### config.mk
export PLATFORM = sky130hd
export DESIGN_NAME = compare_timer_slot_scheduler_flat
export DESIGN_NICKNAME = d
export VERILOG_FILES = /design/src/sv/ctss_pkg.sv /design/src/sv/ctss_if.sv /design/src/sv/ctss_apb_regs.sv /design/src/sv/ctss_slot_file.sv /design/src/sv/ctss_dist_unit.sv /design/src/sv/compare_timer_slot_scheduler.sv /design/src/flat_wrapper.sv
export SDC_FILE = /design/constraint.sdc
export NUM_CORES = 1
export LEC_CHECK = 0
export BUFFER_PORTS_ARGS = -buffer_cell sky130_fd_sc_hd__buf_2
export CAP_MARGIN = 5
export CORE_AREA = 5 5 142 158
export DETAILED_ROUTE_END_ITERATION = 6
export DIE_AREA = 0 0 147 163
export PLACE_DENSITY = 0.85
export SKIP_CTS_REPAIR_TIMING = 1
export SLEW_MARGIN = 20
export SYNTH_ARGS = -nofsm -noshare
export SYNTH_HDL_FRONTEND = slang
export SYNTH_SLANG_ARGS = --single-unit
### constraint.sdc
create_clock -name clk -period 11.21 [get_ports clk]
set_clock_uncertainty 0.2 [all_clocks]
set_input_delay 1.121 -clock clk [delete_from_list [all_inputs] [get_ports clk]]
set_output_delay 1.121 -clock clk [all_outputs]
set_load 0.02 [all_outputs]
### src/sv/ctss_pkg.sv
// shared constants, types and helpers of the compare timer slot scheduler
`default_nettype none

package ctss_pkg;

  // slot storage
  localparam int SLOT_COUNT = 6;
  localparam int IDX_W      = (SLOT_COUNT > 1) ? $clog2(SLOT_COUNT) : 1;

  // configuration port
  localparam int ADDR_W = 3;
  localparam int DATA_W = 32;
  localparam int THR_W  = 15;
  localparam logic [THR_W-1:0] THR_RESET = 15'd30;
  localparam logic REG_THRESHOLD = 1'b0;

  // no-deadline distance
  localparam logic [15:0] DIST_NONE = 16'hffff;

  // operation codes
  localparam logic [1:0] OP_SCHEDULE = 2'd0;
  localparam logic [1:0] OP_RESCAN   = 2'd1;
  localparam logic [1:0] OP_RELEASE  = 2'd2;

  // result kinds
  localparam logic [1:0] KIND_FIRED    = 2'd0;
  localparam logic [1:0] KIND_COMPARE  = 2'd1;
  localparam logic [1:0] KIND_RELEASED = 2'd2;
  localparam logic [1:0] KIND_NO_SLOT  = 2'd3;

  typedef logic [IDX_W-1:0] idx_t;

  // write controls into the slot file
  typedef struct packed {
    logic        sched;
    idx_t        sched_idx;
    logic [15:0] deadline;
    logic [7:0]  tag;
    logic        rel;
    idx_t        rel_idx;
    logic        dis;
    idx_t        dis_idx;
  } slot_cmd_t;

  // one slot as read back
  typedef struct packed {
    logic        enabled;
    logic [15:0] deadline;
    logic [7:0]  tag;
  } slot_entry_t;

  // free slot lookup
  typedef struct packed {
    logic any_free;
    idx_t first_free;
  } free_info_t;

  // slot index to the 3-bit result field
  function automatic logic [2:0] slot_field(idx_t idx);
    logic [7:0] w;
    w = 8'(idx);
    return w[2:0];
  endfunction

  // 3-bit slot field to a slot index
  function automatic idx_t slot_index(logic [2:0] s);
    logic [7:0] w;
    w = 8'(s);
    return w[IDX_W-1:0];
  endfunction

  // slot field names an existing slot
  function automatic logic slot_in_range(logic [2:0] s);
    return 6'(s) < 6'(SLOT_COUNT);
  endfunction

endpackage

`default_nettype wire

### src/sv/ctss_if.sv
// request and result channel interfaces of the slot scheduler
`default_nettype none

interface ctss_in_if;
  logic        valid;
  logic        ready;
  logic [1:0]  operation;
  logic [15:0] now;
  logic [15:0] deadline;
  logic [7:0]  tag;
  logic [2:0]  slot;

  modport source (output valid, operation, now, deadline, tag, slot, input ready);
  modport sink (input valid, operation, now, deadline, tag, slot, output ready);
endinterface

interface ctss_out_if;
  logic        valid;
  logic        ready;
  logic [1:0]  kind;
  logic [2:0]  result_slot;
  logic [7:0]  result_tag;
  logic [15:0] result_deadline;
  logic [15:0] compare_value;
  logic        last;

  modport source (output valid, kind, result_slot, result_tag, result_deadline,
                  compare_value, last, input ready);
  modport sink (input valid, kind, result_slot, result_tag, result_deadline,
                compare_value, last, output ready);
endinterface

`default_nettype wire

### src/sv/ctss_apb_regs.sv
// configuration register block holding the due threshold
`default_nettype none

module ctss_apb_regs
  import ctss_pkg::*;
(
  input  wire logic              clk,
  input  wire logic              rst,
  input  wire logic              psel,
  input  wire logic              penable,
  input  wire logic              pwrite,
  input  wire logic [ADDR_W-1:0] paddr,
  input  wire logic [DATA_W-1:0] pwdata,
  output logic      [DATA_W-1:0] prdata,
  output logic                   pready,
  output logic      [THR_W-1:0]  threshold
);

  logic wr_en;

  assign pready = 1'b1;
  assign wr_en  = psel && penable && pwrite && pready;

  // threshold register
  always_ff @(posedge clk) begin
    if (rst) begin
      threshold <= THR_RESET;
    end else if (wr_en && (paddr[2] == REG_THRESHOLD)) begin
      threshold <= pwdata[THR_W-1:0];
    end
  end

  // read back, low two address bits are the byte offset
  always_comb begin
    prdata = '0;
    if (paddr[2] == REG_THRESHOLD) begin
      prdata = DATA_W'(threshold);
    end
  end

endmodule

`default_nettype wire

### src/sv/ctss_slot_file.sv
// slot storage: enable and free flags, deadlines and tags, one read port
`default_nettype none

module ctss_slot_file
  import ctss_pkg::*;
(
  input  wire logic        clk,
  input  wire logic        rst,
  input  wire slot_cmd_t   cmd,
  input  wire idx_t        rd_idx,
  output slot_entry_t      rd_entry,
  output free_info_t       free_info
);

  logic [SLOT_COUNT-1:0] enabled;
  logic [SLOT_COUNT-1:0] free;
  logic [15:0]           deadline [SLOT_COUNT];
  logic [7:0]            tag      [SLOT_COUNT];

  // flag updates
  always_ff @(posedge clk) begin
    if (rst) begin
      enabled <= '0;
      free    <= '1;
    end else begin
      if (cmd.sched) begin
        enabled[cmd.sched_idx] <= 1'b1;
        free[cmd.sched_idx]    <= 1'b0;
      end
      if (cmd.dis) begin
        enabled[cmd.dis_idx] <= 1'b0;
      end
      if (cmd.rel) begin
        free[cmd.rel_idx] <= 1'b1;
      end
    end
  end

  // deadline and tag store
  always_ff @(posedge clk) begin
    if (cmd.sched) begin
      deadline[cmd.sched_idx] <= cmd.deadline;
      tag[cmd.sched_idx]      <= cmd.tag;
    end
  end

  // read port
  always_comb begin
    rd_entry.enabled  = enabled[rd_idx];
    rd_entry.deadline = deadline[rd_idx];
    rd_entry.tag      = tag[rd_idx];
  end

  // lowest free slot
  always_comb begin
    free_info.any_free   = |free;
    free_info.first_free = '0;
    for (int i = SLOT_COUNT - 1; i >= 0; i--) begin
      if (free[i]) begin
        free_info.first_free = IDX_W'(i);
      end
    end
  end

endmodule

`default_nettype wire

### src/sv/ctss_dist_unit.sv
// wrapped distance to a deadline and due-window check
`default_nettype none

module ctss_dist_unit
  import ctss_pkg::*;
(
  input  wire logic [15:0]      deadline,
  input  wire logic [15:0]      now,
  input  wire logic [THR_W-1:0] threshold,
  output logic      [15:0]      gap,
  output logic                  due
);

  logic [16:0] upper;

  // distance modulo the timer width
  assign gap   = deadline - now;
  assign upper = 17'h10000 - 17'(threshold);

  // due when just ahead of or just past now
  assign due = (17'(gap) < 17'(threshold)) || (17'(gap) > upper);

endmodule

`default_nettype wire

### src/sv/compare_timer_slot_scheduler.sv
// top level: request sequencer, slot scan and result word register
`default_nettype none

// Shares one 16-bit compare timer among SLOT_COUNT deadline slots. A schedule
// (operation 0) takes the lowest free slot and rescans; a compare match
// (operation 1) rescans. A rescan walks the slots one per cycle through a
// single distance unit; it pauses on a due slot while the output register
// still holds a word the result side has not taken. A release (operation 2)
// of an existing slot, or a schedule with no free slot, gives one word; a
// release of a slot past the table gives none. Ready is low while an item is
// in work. Each rescan yields one fired word per enabled due slot in slot
// order, then one compare word with last set. The due threshold sits at byte
// address 0 of the configuration port (reset 30).

module compare_timer_slot_scheduler
  import ctss_pkg::*;
(
  input  wire logic              clk,
  input  wire logic              rst,
  input  wire logic              psel,
  input  wire logic              penable,
  input  wire logic              pwrite,
  input  wire logic [ADDR_W-1:0] paddr,
  input  wire logic [DATA_W-1:0] pwdata,
  output logic      [DATA_W-1:0] prdata,
  output logic                   pready,
  ctss_in_if.sink                in_ch,
  ctss_out_if.source             out_ch
);

  typedef enum logic [2:0] {
    S_IDLE,
    S_SCAN,
    S_CMP,
    S_REL,
    S_ERR
  } state_t;

  state_t           state;
  idx_t             idx;
  idx_t             rel_idx;
  logic [15:0]      now_q;
  logic [15:0]      next_dist;
  logic [THR_W-1:0] threshold;

  logic             out_valid;
  logic [1:0]       out_kind;
  logic [2:0]       out_slot;
  logic [7:0]       out_tag;
  logic [15:0]      out_deadline;
  logic [15:0]      out_compare;
  logic             out_last;

  slot_cmd_t        cmd;
  idx_t             rd_idx;
  slot_entry_t      entry;
  free_info_t       free_info;
  logic [15:0]      gap;
  logic             due;
  logic             accept;
  logic             can_emit;
  logic             fire;
  logic             scan_done;

  ctss_apb_regs u_regs (
    .clk       (clk),
    .rst       (rst),
    .psel      (psel),
    .penable   (penable),
    .pwrite    (pwrite),
    .paddr     (paddr),
    .pwdata    (pwdata),
    .prdata    (prdata),
    .pready    (pready),
    .threshold (threshold)
  );

  ctss_slot_file u_slots (
    .clk       (clk),
    .rst       (rst),
    .cmd       (cmd),
    .rd_idx    (rd_idx),
    .rd_entry  (entry),
    .free_info (free_info)
  );

  ctss_dist_unit u_dist (
    .deadline  (entry.deadline),
    .now       (now_q),
    .threshold (threshold),
    .gap       (gap),
    .due       (due)
  );

  // handshake and scan status
  assign in_ch.ready = (state == S_IDLE);
  assign accept      = in_ch.valid && in_ch.ready;
  assign can_emit    = !out_valid || out_ch.ready;
  assign fire        = (state == S_SCAN) && entry.enabled && due;
  assign scan_done   = (idx == IDX_W'(SLOT_COUNT - 1));
  assign rd_idx      = (state == S_REL) ? rel_idx : idx;

  // slot file writes
  always_comb begin
    cmd.sched     = accept && (in_ch.operation == OP_SCHEDULE) && free_info.any_free;
    cmd.sched_idx = free_info.first_free;
    cmd.deadline  = in_ch.deadline;
    cmd.tag       = in_ch.tag;
    cmd.rel       = (state == S_REL) && can_emit;
    cmd.rel_idx   = rel_idx;
    cmd.dis       = fire && can_emit;
    cmd.dis_idx   = idx;
  end

  // sequencer and result word register
  always_ff @(posedge clk) begin
    if (rst) begin
      state     <= S_IDLE;
      out_valid <= 1'b0;
    end else begin
      if (out_valid && out_ch.ready) begin
        out_valid <= 1'b0;
      end
      case (state)
        S_IDLE: begin
          if (accept) begin
            now_q     <= in_ch.now;
            idx       <= '0;
            next_dist <= DIST_NONE;
            rel_idx   <= slot_index(in_ch.slot);
            case (in_ch.operation)
              OP_SCHEDULE: state <= free_info.any_free ? S_SCAN : S_ERR;
              OP_RESCAN:   state <= S_SCAN;
              OP_RELEASE:  state <= slot_in_range(in_ch.slot) ? S_REL : S_IDLE;
              default:     state <= S_IDLE;
            endcase
          end
        end
        S_SCAN: begin
          if (!fire || can_emit) begin
            if (fire) begin
              out_valid    <= 1'b1;
              out_kind     <= KIND_FIRED;
              out_slot     <= slot_field(idx);
              out_tag      <= '0;
              out_deadline <= '0;
              out_compare  <= '0;
              out_last     <= 1'b0;
            end else if (entry.enabled && (gap < next_dist)) begin
              next_dist <= gap;
            end
            if (scan_done) begin
              state <= S_CMP;
            end else begin
              idx <= idx + 1'b1;
            end
          end
        end
        S_CMP: begin
          if (can_emit) begin
            out_valid    <= 1'b1;
            out_kind     <= KIND_COMPARE;
            out_slot     <= '0;
            out_tag      <= '0;
            out_deadline <= '0;
            out_compare  <= now_q + next_dist;
            out_last     <= 1'b1;
            state        <= S_IDLE;
          end
        end
        S_REL: begin
          if (can_emit) begin
            out_valid    <= 1'b1;
            out_kind     <= KIND_RELEASED;
            out_slot     <= slot_field(rel_idx);
            out_tag      <= entry.tag;
            out_deadline <= entry.deadline;
            out_compare  <= '0;
            out_last     <= 1'b1;
            state        <= S_IDLE;
          end
        end
        S_ERR: begin
          if (can_emit) begin
            out_valid    <= 1'b1;
            out_kind     <= KIND_NO_SLOT;
            out_slot     <= '0;
            out_tag      <= '0;
            out_deadline <= '0;
            out_compare  <= '0;
            out_last     <= 1'b1;
            state        <= S_IDLE;
          end
        end
        default: begin
          state <= S_IDLE;
        end
      endcase
    end
  end

  // result channel
  assign out_ch.valid           = out_valid;
  assign out_ch.kind            = out_kind;
  assign out_ch.result_slot     = out_slot;
  assign out_ch.result_tag      = out_tag;
  assign out_ch.result_deadline = out_deadline;
  assign out_ch.compare_value   = out_compare;
  assign out_ch.last            = out_last;

  // smallest distance only shrinks during a scan
  a_next_shrinks: assert property (@(posedge clk) disable iff (rst)
    (state == S_SCAN) |=> (next_dist <= $past(next_dist)))
    else $error("next distance grew during scan");

  // a compare word always closes its item
  a_compare_last: assert property (@(posedge clk) disable iff (rst)
    (out_ch.valid && (out_ch.kind == KIND_COMPARE)) |-> out_ch.last)
    else $error("compare word without last");

  // fired words name an existing slot and never close the item
  a_fired_slot: assert property (@(posedge clk) disable iff (rst)
    (out_ch.valid && (out_ch.kind == KIND_FIRED)) |->
      ((6'(out_ch.result_slot) < 6'(SLOT_COUNT)) && !out_ch.last))
    else $error("bad fired word");

  // a disable only happens while its word is taken into the output register
  a_disable_emits: assert property (@(posedge clk) disable iff (rst)
    cmd.dis |=> (out_valid && (out_kind == KIND_FIRED)))
    else $error("slot disabled without fired word");

endmodule

`default_nettype wire

### src/flat_wrapper.sv
// flat-port wrapper written by rule: the top's interface ports become plain ports
module compare_timer_slot_scheduler_flat import ctss_pkg::*;
  (clk, rst, psel, penable, pwrite, paddr, pwdata, prdata, pready, in_ch_valid, in_ch_operation, in_ch_now, in_ch_deadline, in_ch_tag, in_ch_slot, in_ch_ready, out_ch_valid, out_ch_kind, out_ch_result_slot, out_ch_result_tag, out_ch_result_deadline, out_ch_compare_value, out_ch_last, out_ch_ready);
  ctss_in_if in_ch_i ();
  ctss_out_if out_ch_i ();
  input  wire logic clk;
  input  wire logic rst;
  input  wire logic psel;
  input  wire logic penable;
  input  wire logic pwrite;
  input  wire logic [ADDR_W-1:0] paddr;
  input  wire logic [DATA_W-1:0] pwdata;
  output logic      [DATA_W-1:0] prdata;
  output logic pready;
  input wire logic [$bits(in_ch_i.valid)-1:0] in_ch_valid;
  input wire logic [$bits(in_ch_i.operation)-1:0] in_ch_operation;
  input wire logic [$bits(in_ch_i.now)-1:0] in_ch_now;
  input wire logic [$bits(in_ch_i.deadline)-1:0] in_ch_deadline;
  input wire logic [$bits(in_ch_i.tag)-1:0] in_ch_tag;
  input wire logic [$bits(in_ch_i.slot)-1:0] in_ch_slot;
  output wire logic [$bits(in_ch_i.ready)-1:0] in_ch_ready;
  output wire logic [$bits(out_ch_i.valid)-1:0] out_ch_valid;
  output wire logic [$bits(out_ch_i.kind)-1:0] out_ch_kind;
  output wire logic [$bits(out_ch_i.result_slot)-1:0] out_ch_result_slot;
  output wire logic [$bits(out_ch_i.result_tag)-1:0] out_ch_result_tag;
  output wire logic [$bits(out_ch_i.result_deadline)-1:0] out_ch_result_deadline;
  output wire logic [$bits(out_ch_i.compare_value)-1:0] out_ch_compare_value;
  output wire logic [$bits(out_ch_i.last)-1:0] out_ch_last;
  input wire logic [$bits(out_ch_i.ready)-1:0] out_ch_ready;
  assign in_ch_i.valid = in_ch_valid;
  assign in_ch_i.operation = in_ch_operation;
  assign in_ch_i.now = in_ch_now;
  assign in_ch_i.deadline = in_ch_deadline;
  assign in_ch_i.tag = in_ch_tag;
  assign in_ch_i.slot = in_ch_slot;
  assign in_ch_ready = in_ch_i.ready;
  assign out_ch_valid = out_ch_i.valid;
  assign out_ch_kind = out_ch_i.kind;
  assign out_ch_result_slot = out_ch_i.result_slot;
  assign out_ch_result_tag = out_ch_i.result_tag;
  assign out_ch_result_deadline = out_ch_i.result_deadline;
  assign out_ch_compare_value = out_ch_i.compare_value;
  assign out_ch_last = out_ch_i.last;
  assign out_ch_i.ready = out_ch_ready;
  compare_timer_slot_scheduler u_core (.clk(clk), .rst(rst), .psel(psel), .penable(penable), .pwrite(pwrite), .paddr(paddr), .pwdata(pwdata), .prdata(prdata), .pready(pready), .in_ch(in_ch_i), .out_ch(out_ch_i));
endmodule
# After elaboration in Yosys (flattened, before gate mapping)
# Memories as Yosys holds them, arrays and structs flattened.
# Index checks and enable logic that the tools add are counted.
# op_classes
addsub,4
n_lt_le_gt_ge,11
n_eq_ne,20
muxes,72
n_bitwise,8
n_reduce_logical,39
# ops
op,count
two-way mux 16 bit,9
one-hot mux 16 bit (3 select lines),2
two-way mux 3 bit,18
two-way mux 6 bit,6
two-way mux 8 bit,4
one-hot mux 16 bit (2 select lines),1
one-hot mux 3 bit (3 select lines),3
one-hot mux 8 bit (3 select lines),1
AND reduction 6 bit,3
greater-than comparator 16 x 17 -> 1 bit,1
subtractor 17 x 15 -> 17 bit (first input constant),1
adder 16 bit,1
< comparator 16 x 15 -> 1 bit,1
< comparator 16 bit,1
< comparator 3 x 4 -> 1 bit (second input constant),4
!= test 2 x 1 -> 1 bit (second input constant),8
subtractor 16 bit,1
logical AND 1 bit,15
two-way mux 15 bit,1
two-way mux 1 bit,13
AND 6 bit,2
two-way mux 2 bit,6
inverter 6 bit,2
OR 6 bit,2
other kinds (29),48
# totals
register_bits,115
ram_bits,144
in_bits,87
elab_cells,171
memories,2
# memory_table
memory,words,width,read_ports,rd_ports_with_merged_regs,wr,line_no,text
u_core.u_slots.deadline,6,16,1,0,1,ctss_slot_file.sv:17,logic [15:0] deadline [SLOT_COUNT];
u_core.u_slots.tag,6,8,1,0,1,ctss_slot_file.sv:18,logic [7:0] tag [SLOT_COUNT];

# Longest topological paths before layout
# logic_depth
word_depth,16
depth_mapped,30

# Cells and area by module
# A second synthesis with hierarchy kept.
# hier_totals
cells_unflattened,1081
area_unflattened_um2,13193.9
# modules_own_cells
module,instances,cells_each,area_each_um2,seq_area_each_um2
ctss_slot_file,1,357,5992.0,4564.4
compare_timer_slot_scheduler,1,392,4575.6,2602.5
ctss_dist_unit,1,230,1702.9,0.0
ctss_apb_regs,1,102,923.4,300.3

# Worst setup path before layout
# No wires, ideal clock.
# synth_timing
path_kind,register -> register
startpoint,register u_core.state[0]
endpoint,"register u_core.next_dist[0], enable pin"
setup_ns,0.414
t_arrival_ns,6.428
required_ns,10.596
slack_ns,4.167
path_stages_with_launch,31
path_cell_list,dfxtp_1 and3b_1 buf_6 nand2_1 a21boi_1 buf_2 buf_2 buf_2 mux2i_1 nor2_1 a21oi_1 ha_1 fa_1 nand2b_1 a21oi_1 o221ai_1 a21oi_1 nand2_1 nand2_1 a21oi_1 xnor2_1 ha_1 a21o_1 a21oi_1 nand2b_1 a21oi_1 o21ai_0 nand4_1 nand2_2 buf_6 a211oi_1
# synth_via
elab_chain_cells,11
word_cells_on_any_way,24
classes_between,add/sub: 1; order compare: 3; eq/ne: 6; mux: 3; reduce/logical: 10; memory: 1
# synth_rtl
item,line_no,text
start: declaration,compare_timer_slot_scheduler.sv:39,state_t state;
start signal: assignment,compare_timer_slot_scheduler.sv:132,OP_SCHEDULE: state <= free_info.any_free ? S_SCAN : S_ERR;
start signal: assignment,compare_timer_slot_scheduler.sv:134,OP_RELEASE: state <= slot_in_range(in_ch.slot) ? S_REL : S_IDLE;
equality test 3 x 2 -> 1 bit (*),compare_timer_slot_scheduler.sv:101,assign rd_idx = (state == S_REL) ? rel_idx : idx;
two-way mux 3 bit (*),compare_timer_slot_scheduler.sv:101,
memory (6 x 16 bit) (*),-,
subtractor 16 bit (*),ctss_dist_unit.sv:17,assign gap = deadline - now;
net u_core.gap[14],compare_timer_slot_scheduler.sv:58,logic [15:0] gap;
greater-than comparator 16 x 17 -> 1 bit / < comparator 16 x 15 -> 1 bit (equally long branches),ctss_dist_unit.sv:21,assign due = (17'(gap) < 17'(threshold)) || (17'(gap) > upper);
logical OR 1 bit,ctss_dist_unit.sv:21,
logical AND 1 bit,compare_timer_slot_scheduler.sv:99,assign fire = (state == S_SCAN) && entry.enabled && due;
zero test 1 bit,compare_timer_slot_scheduler.sv:140,if (!fire || can_emit) begin
logical OR 1 bit,compare_timer_slot_scheduler.sv:140,
!= test 2 bit (no source line),-,
AND reduction 6 bit (no source line) (*),-,
end signal: assignment,compare_timer_slot_scheduler.sv:150,next_dist <= gap;
end: declaration,compare_timer_slot_scheduler.sv:43,logic [15:0] next_dist;
# The timed path passes the listed nets; every way through them passes the cells marked *. The select of a mux whose other input is x is not followed.
# A chain may end at the register's enable or synchronous reset.

==> results.cfg <==
[outcome]
status = completed

[routing]
wl_mm = 28.4
ant_nets = 0
drc_errors = 0
wl_per_cell_um = 19.8
vias_per_cell = 5.97
top_layer = met5
dr_wl_met2_mm = 14.8
dr.pass1.iters = 5
wl_met1_mm = 10.8
via_count = 8554
wl_met3_mm = 1.91
first_iter_violations = 672

[timing]
min_period_ns = 8.17
setup_viol = 0
grt_setup_unrepaired = no
tightest_slew_ns = 1.11
max_freq_ghz = 0.122
finalHoldViolCount = 0
slew_headroom_pct = 26.2
slew_violations = 0
fin_crit_sh_pct = 72.9
tns_ns = 0
worst_slack_ns = 3.04

[setup_path]
required_ns = 11.15
crit_arrival_ns = 8.11
startpoint_type = flip-flop
rrSetupSlack_ns = 3.04
cp_max_fo = 29
crit_path_end_kind = flip-flop
critPathKind = flip-flop to flip-flop

[power_and_ir_drop]
power_frac_comb_pct = 23.9
leakagePower_nw = 5.80
internal_power_mw = 1.79
irDropWorstVdd_uv = 140
powerDensity_mw_per_mm2 = 175
seq_power_share_pct = 43.9
p_clk_share_pct = 32.1
p_switching_mw = 0.739
swShare_pct = 29.2

[synth]
seq_area_frac_synth_pct = 58.5
synth_cell_types = 68
yosys_warnings = 0
synthAdderAreaFrac_pct = 7.73
muxShareOfSynthArea_pct = 6.28
postSynthCellCount = 1022
synthArstFlopShare_pct = 0
synth_edf_count = 228
yosys.area_share.simple_pct = 11.4
ys_ff_latch = 259
synth.cell_area_mm2 = 0.0128
synth.avg_cell_area_um2 = 12.5
synthFlopType = edfxtp_1
synthXorXnorAreaFrac_pct = 2.61
synth_compound_area_share_pct = 9.30
synth_top_family_by_area = simple AND/OR/NAND/NOR gates

[finish]
multi_input_area_mm2 = 0.00489
fill_cells = 1427
diodes = 0
seq_area_mm2 = 0.00747
final_area_mm2 = 0.0144
drive_gt1_share_pct = 18.7
synthToLayoutAreaGrowth_pct = 13.2
fin_nets = 1318

[die]
rows = 56
die_w_um = 147
die_y_um = 163
dieArea_mm2 = 0.0240
initial_core_util_pct = 61.3
ios = 168
coreArea_mm2 = 0.0208

[grt]
grt_usage_pct = 23.4
grt_pass1_wl_mm = 44.3
gr-total-overflow = 0
grt_start_max_net_pins = 37
grt_pass1_vias = 8406
antenna_found_initial = 2

[min_path]
hp-class = flip-flop to flip-flop

[placement]
dpl_cell_area_mm2 = 0.0136
dp_slack_ns = 3.08
io_buffers = 130
dp_hpwl_mm = 19.5
gp_congestion = 0.856

[clock_network]
cts_sinks = 259
clock_latency_ns = 0.54
clk_pin_slew_ns = 0.07
clock_tree.root_cell = clkbuf_16
cts_htree_levels = 1
clockBufferDepth = 3
numCtsBuffers = 26
cts_tree = yes

[run]
cap_violations = 0
==> critical path: stages (launching register included) <==
cell	delay [ns]
dfxtp_1	0.55
and3b_1	0.41
nand2_1	0.18
a21boi_4	0.41
buf_4	0.55
mux4_2	0.58
a21oi_1	0.35
inv_1	0.08
ha_1	0.27
nor2b_1	0.14
o31a_1	0.29
o21ai_0	0.17
nand2b_1	0.08
xor2_1	0.45
ha_1	0.35
a2111oi_0	0.39
o21ai_0	0.21
a31oi_1	0.21
maj3_1	0.21
nor2_1	0.05
or4_4	0.43
nand2_2	0.26
o211a_1	0.92
==> synth_stat cells (all sizes together), types with 4 or more instances <==
master	instances	area, um^2
inv	61	229
a211o	7	61.3
a31oi	5	37.5
a21oi	44	220
a311oi	6	58.8
xor2	17	149
buf	29	208
mux4	24	541
a211oi	18	145
nand4	8	50.1
xnor2	21	184
nor3	23	115
clkbuf	23	86.3
o21a	6	45.0
nand3	16	80.1
and3	8	50.1
mux2i	26	260
or3	5	31.3
a21boi	5	37.5
o21ai	50	250
ha	74	926
nor4	6	37.5
and2	17	109
nand2b	24	150
nand2	68	258
o211a	4	40.0
dfxtp	31	621
edfxtp	228	6850
o211ai	5	37.5
a21o	12	90.1
nor2	103	387
nor2b	10	62.6
==> power by group through the flow <==
| stage | Clock (mW) | Sequential [mW] | Combinational, mW |
|---|---|---|---|
| floorplan | 0 | 1.13 | 0.438 |
| global placement | 0 | 1.13 | 0.572 |
| detailed placement | 0 | 1.13 | 0.596 |
| CTS | 0.825 | 1.11 | 0.605 |
| global route | 0.868 | 1.11 | 0.678 |
| finish | 0.812 | 1.11 | 0.605 |
==> worst paths after layout <==
| path | start | end | depth (start not counted) |
|---|---|---|---|
| min | u_core.u_regs.threshold[7]$_SDFFE_PP0P_ | u_core.u_regs.threshold[7]$_SDFFE_PP0P_ | 2 |
| max | u_core.state[2]$_SDFFE_PP0P_ | u_core.out_ch.result_deadline[10]$_SDFFCE_PP0P_ | 22 |
| max reg2reg | u_core.state[2]$_SDFFE_PP0P_ | u_core.out_ch.result_deadline[10]$_SDFFCE_PP0P_ | 22 |
| min reg2reg | u_core.u_regs.threshold[7]$_SDFFE_PP0P_ | u_core.u_regs.threshold[7]$_SDFFE_PP0P_ | 2 |
==> per-layer routing <==
layer / global-route usage [%] / vias up
li1: - / 4013
met1: 29.3 / 4129
met2: 41.5 / 343
met3: 3.70 / 65
met4: 8.01 / 4
met5: 0 / -
==> through the flow <==
stage | std cells | hold slack (ns) | utilization, % | total power [mW]
floorplan | 1038 | 0.245 | - | 1.57
global placement | 1388 | 0.261 | 65.6 | 1.70
detailed placement | 1388 | 0.263 | 65.6 | 1.73
CTS | 1434 | 0.271 | 69.4 | 2.54
global route | 1434 | 0.317 | 69.4 | 2.66
finish | 1434 | 0.275 | 69.4 | 2.53
==> cells in the final DEF (no fill, tap or decap), drive strengths merged, types with 6 or more instances in the layout <==
| master | n |
|---|---|
| a211o | 7 |
| a211oi | 18 |
| a21o | 12 |
| a21oi | 44 |
| a311oi | 6 |
| and2 | 17 |
| and3 | 8 |
| buf | 141 |
| clkbuf | 36 |
| clkinv | 9 |
| conb | 18 |
| dfxtp | 31 |
| edfxtp | 228 |
| ha | 74 |
| inv | 61 |
| mux2i | 26 |
| mux4 | 24 |
| nand2 | 68 |
| nand2b | 24 |
| nand3 | 16 |
| nand4 | 8 |
| nor2 | 103 |
| nor2b | 10 |
| nor3 | 23 |
| nor4 | 6 |
| o21a | 6 |
| o21ai | 50 |
| xnor2 | 21 |
| xor2 | 17 |
==> logic make-up after synthesis <==
logic type,Yosys count
flops,259
buf+inv,113
fa+ha+maj,78
xor+xnor,38
compound gates,181
mux,50
other cells,2
simple gates,301
==> registers in the layout, indices dropped and copies added, names as in the netlist, 6 cells and up <==
name / flops
u_core.u_slots.deadline: 96
u_core.u_slots.tag: 48
u_core.next_dist: 16
u_core.now_q: 16
u_core.out_ch.compare_value: 16
u_core.out_ch.result_deadline: 16
u_core.u_regs.threshold: 15
u_core.out_ch.result_tag: 8
u_core.u_slots.enabled: 6
u_core.u_slots.free: 6
==> cell type report <==
class | count | area share, %
Clock inverter | 10 | 0.615
Clock buffer | 36 | 4.90
Multi-Input combinational cell | 666 | 33.9
Tap cell | 261 | 2.26
Sequential cell | 259 | 51.7
Timing Repair Buffer | 141 | 5.08
Inverter | 61 | 1.59
(Power assumes the default switching activity.)
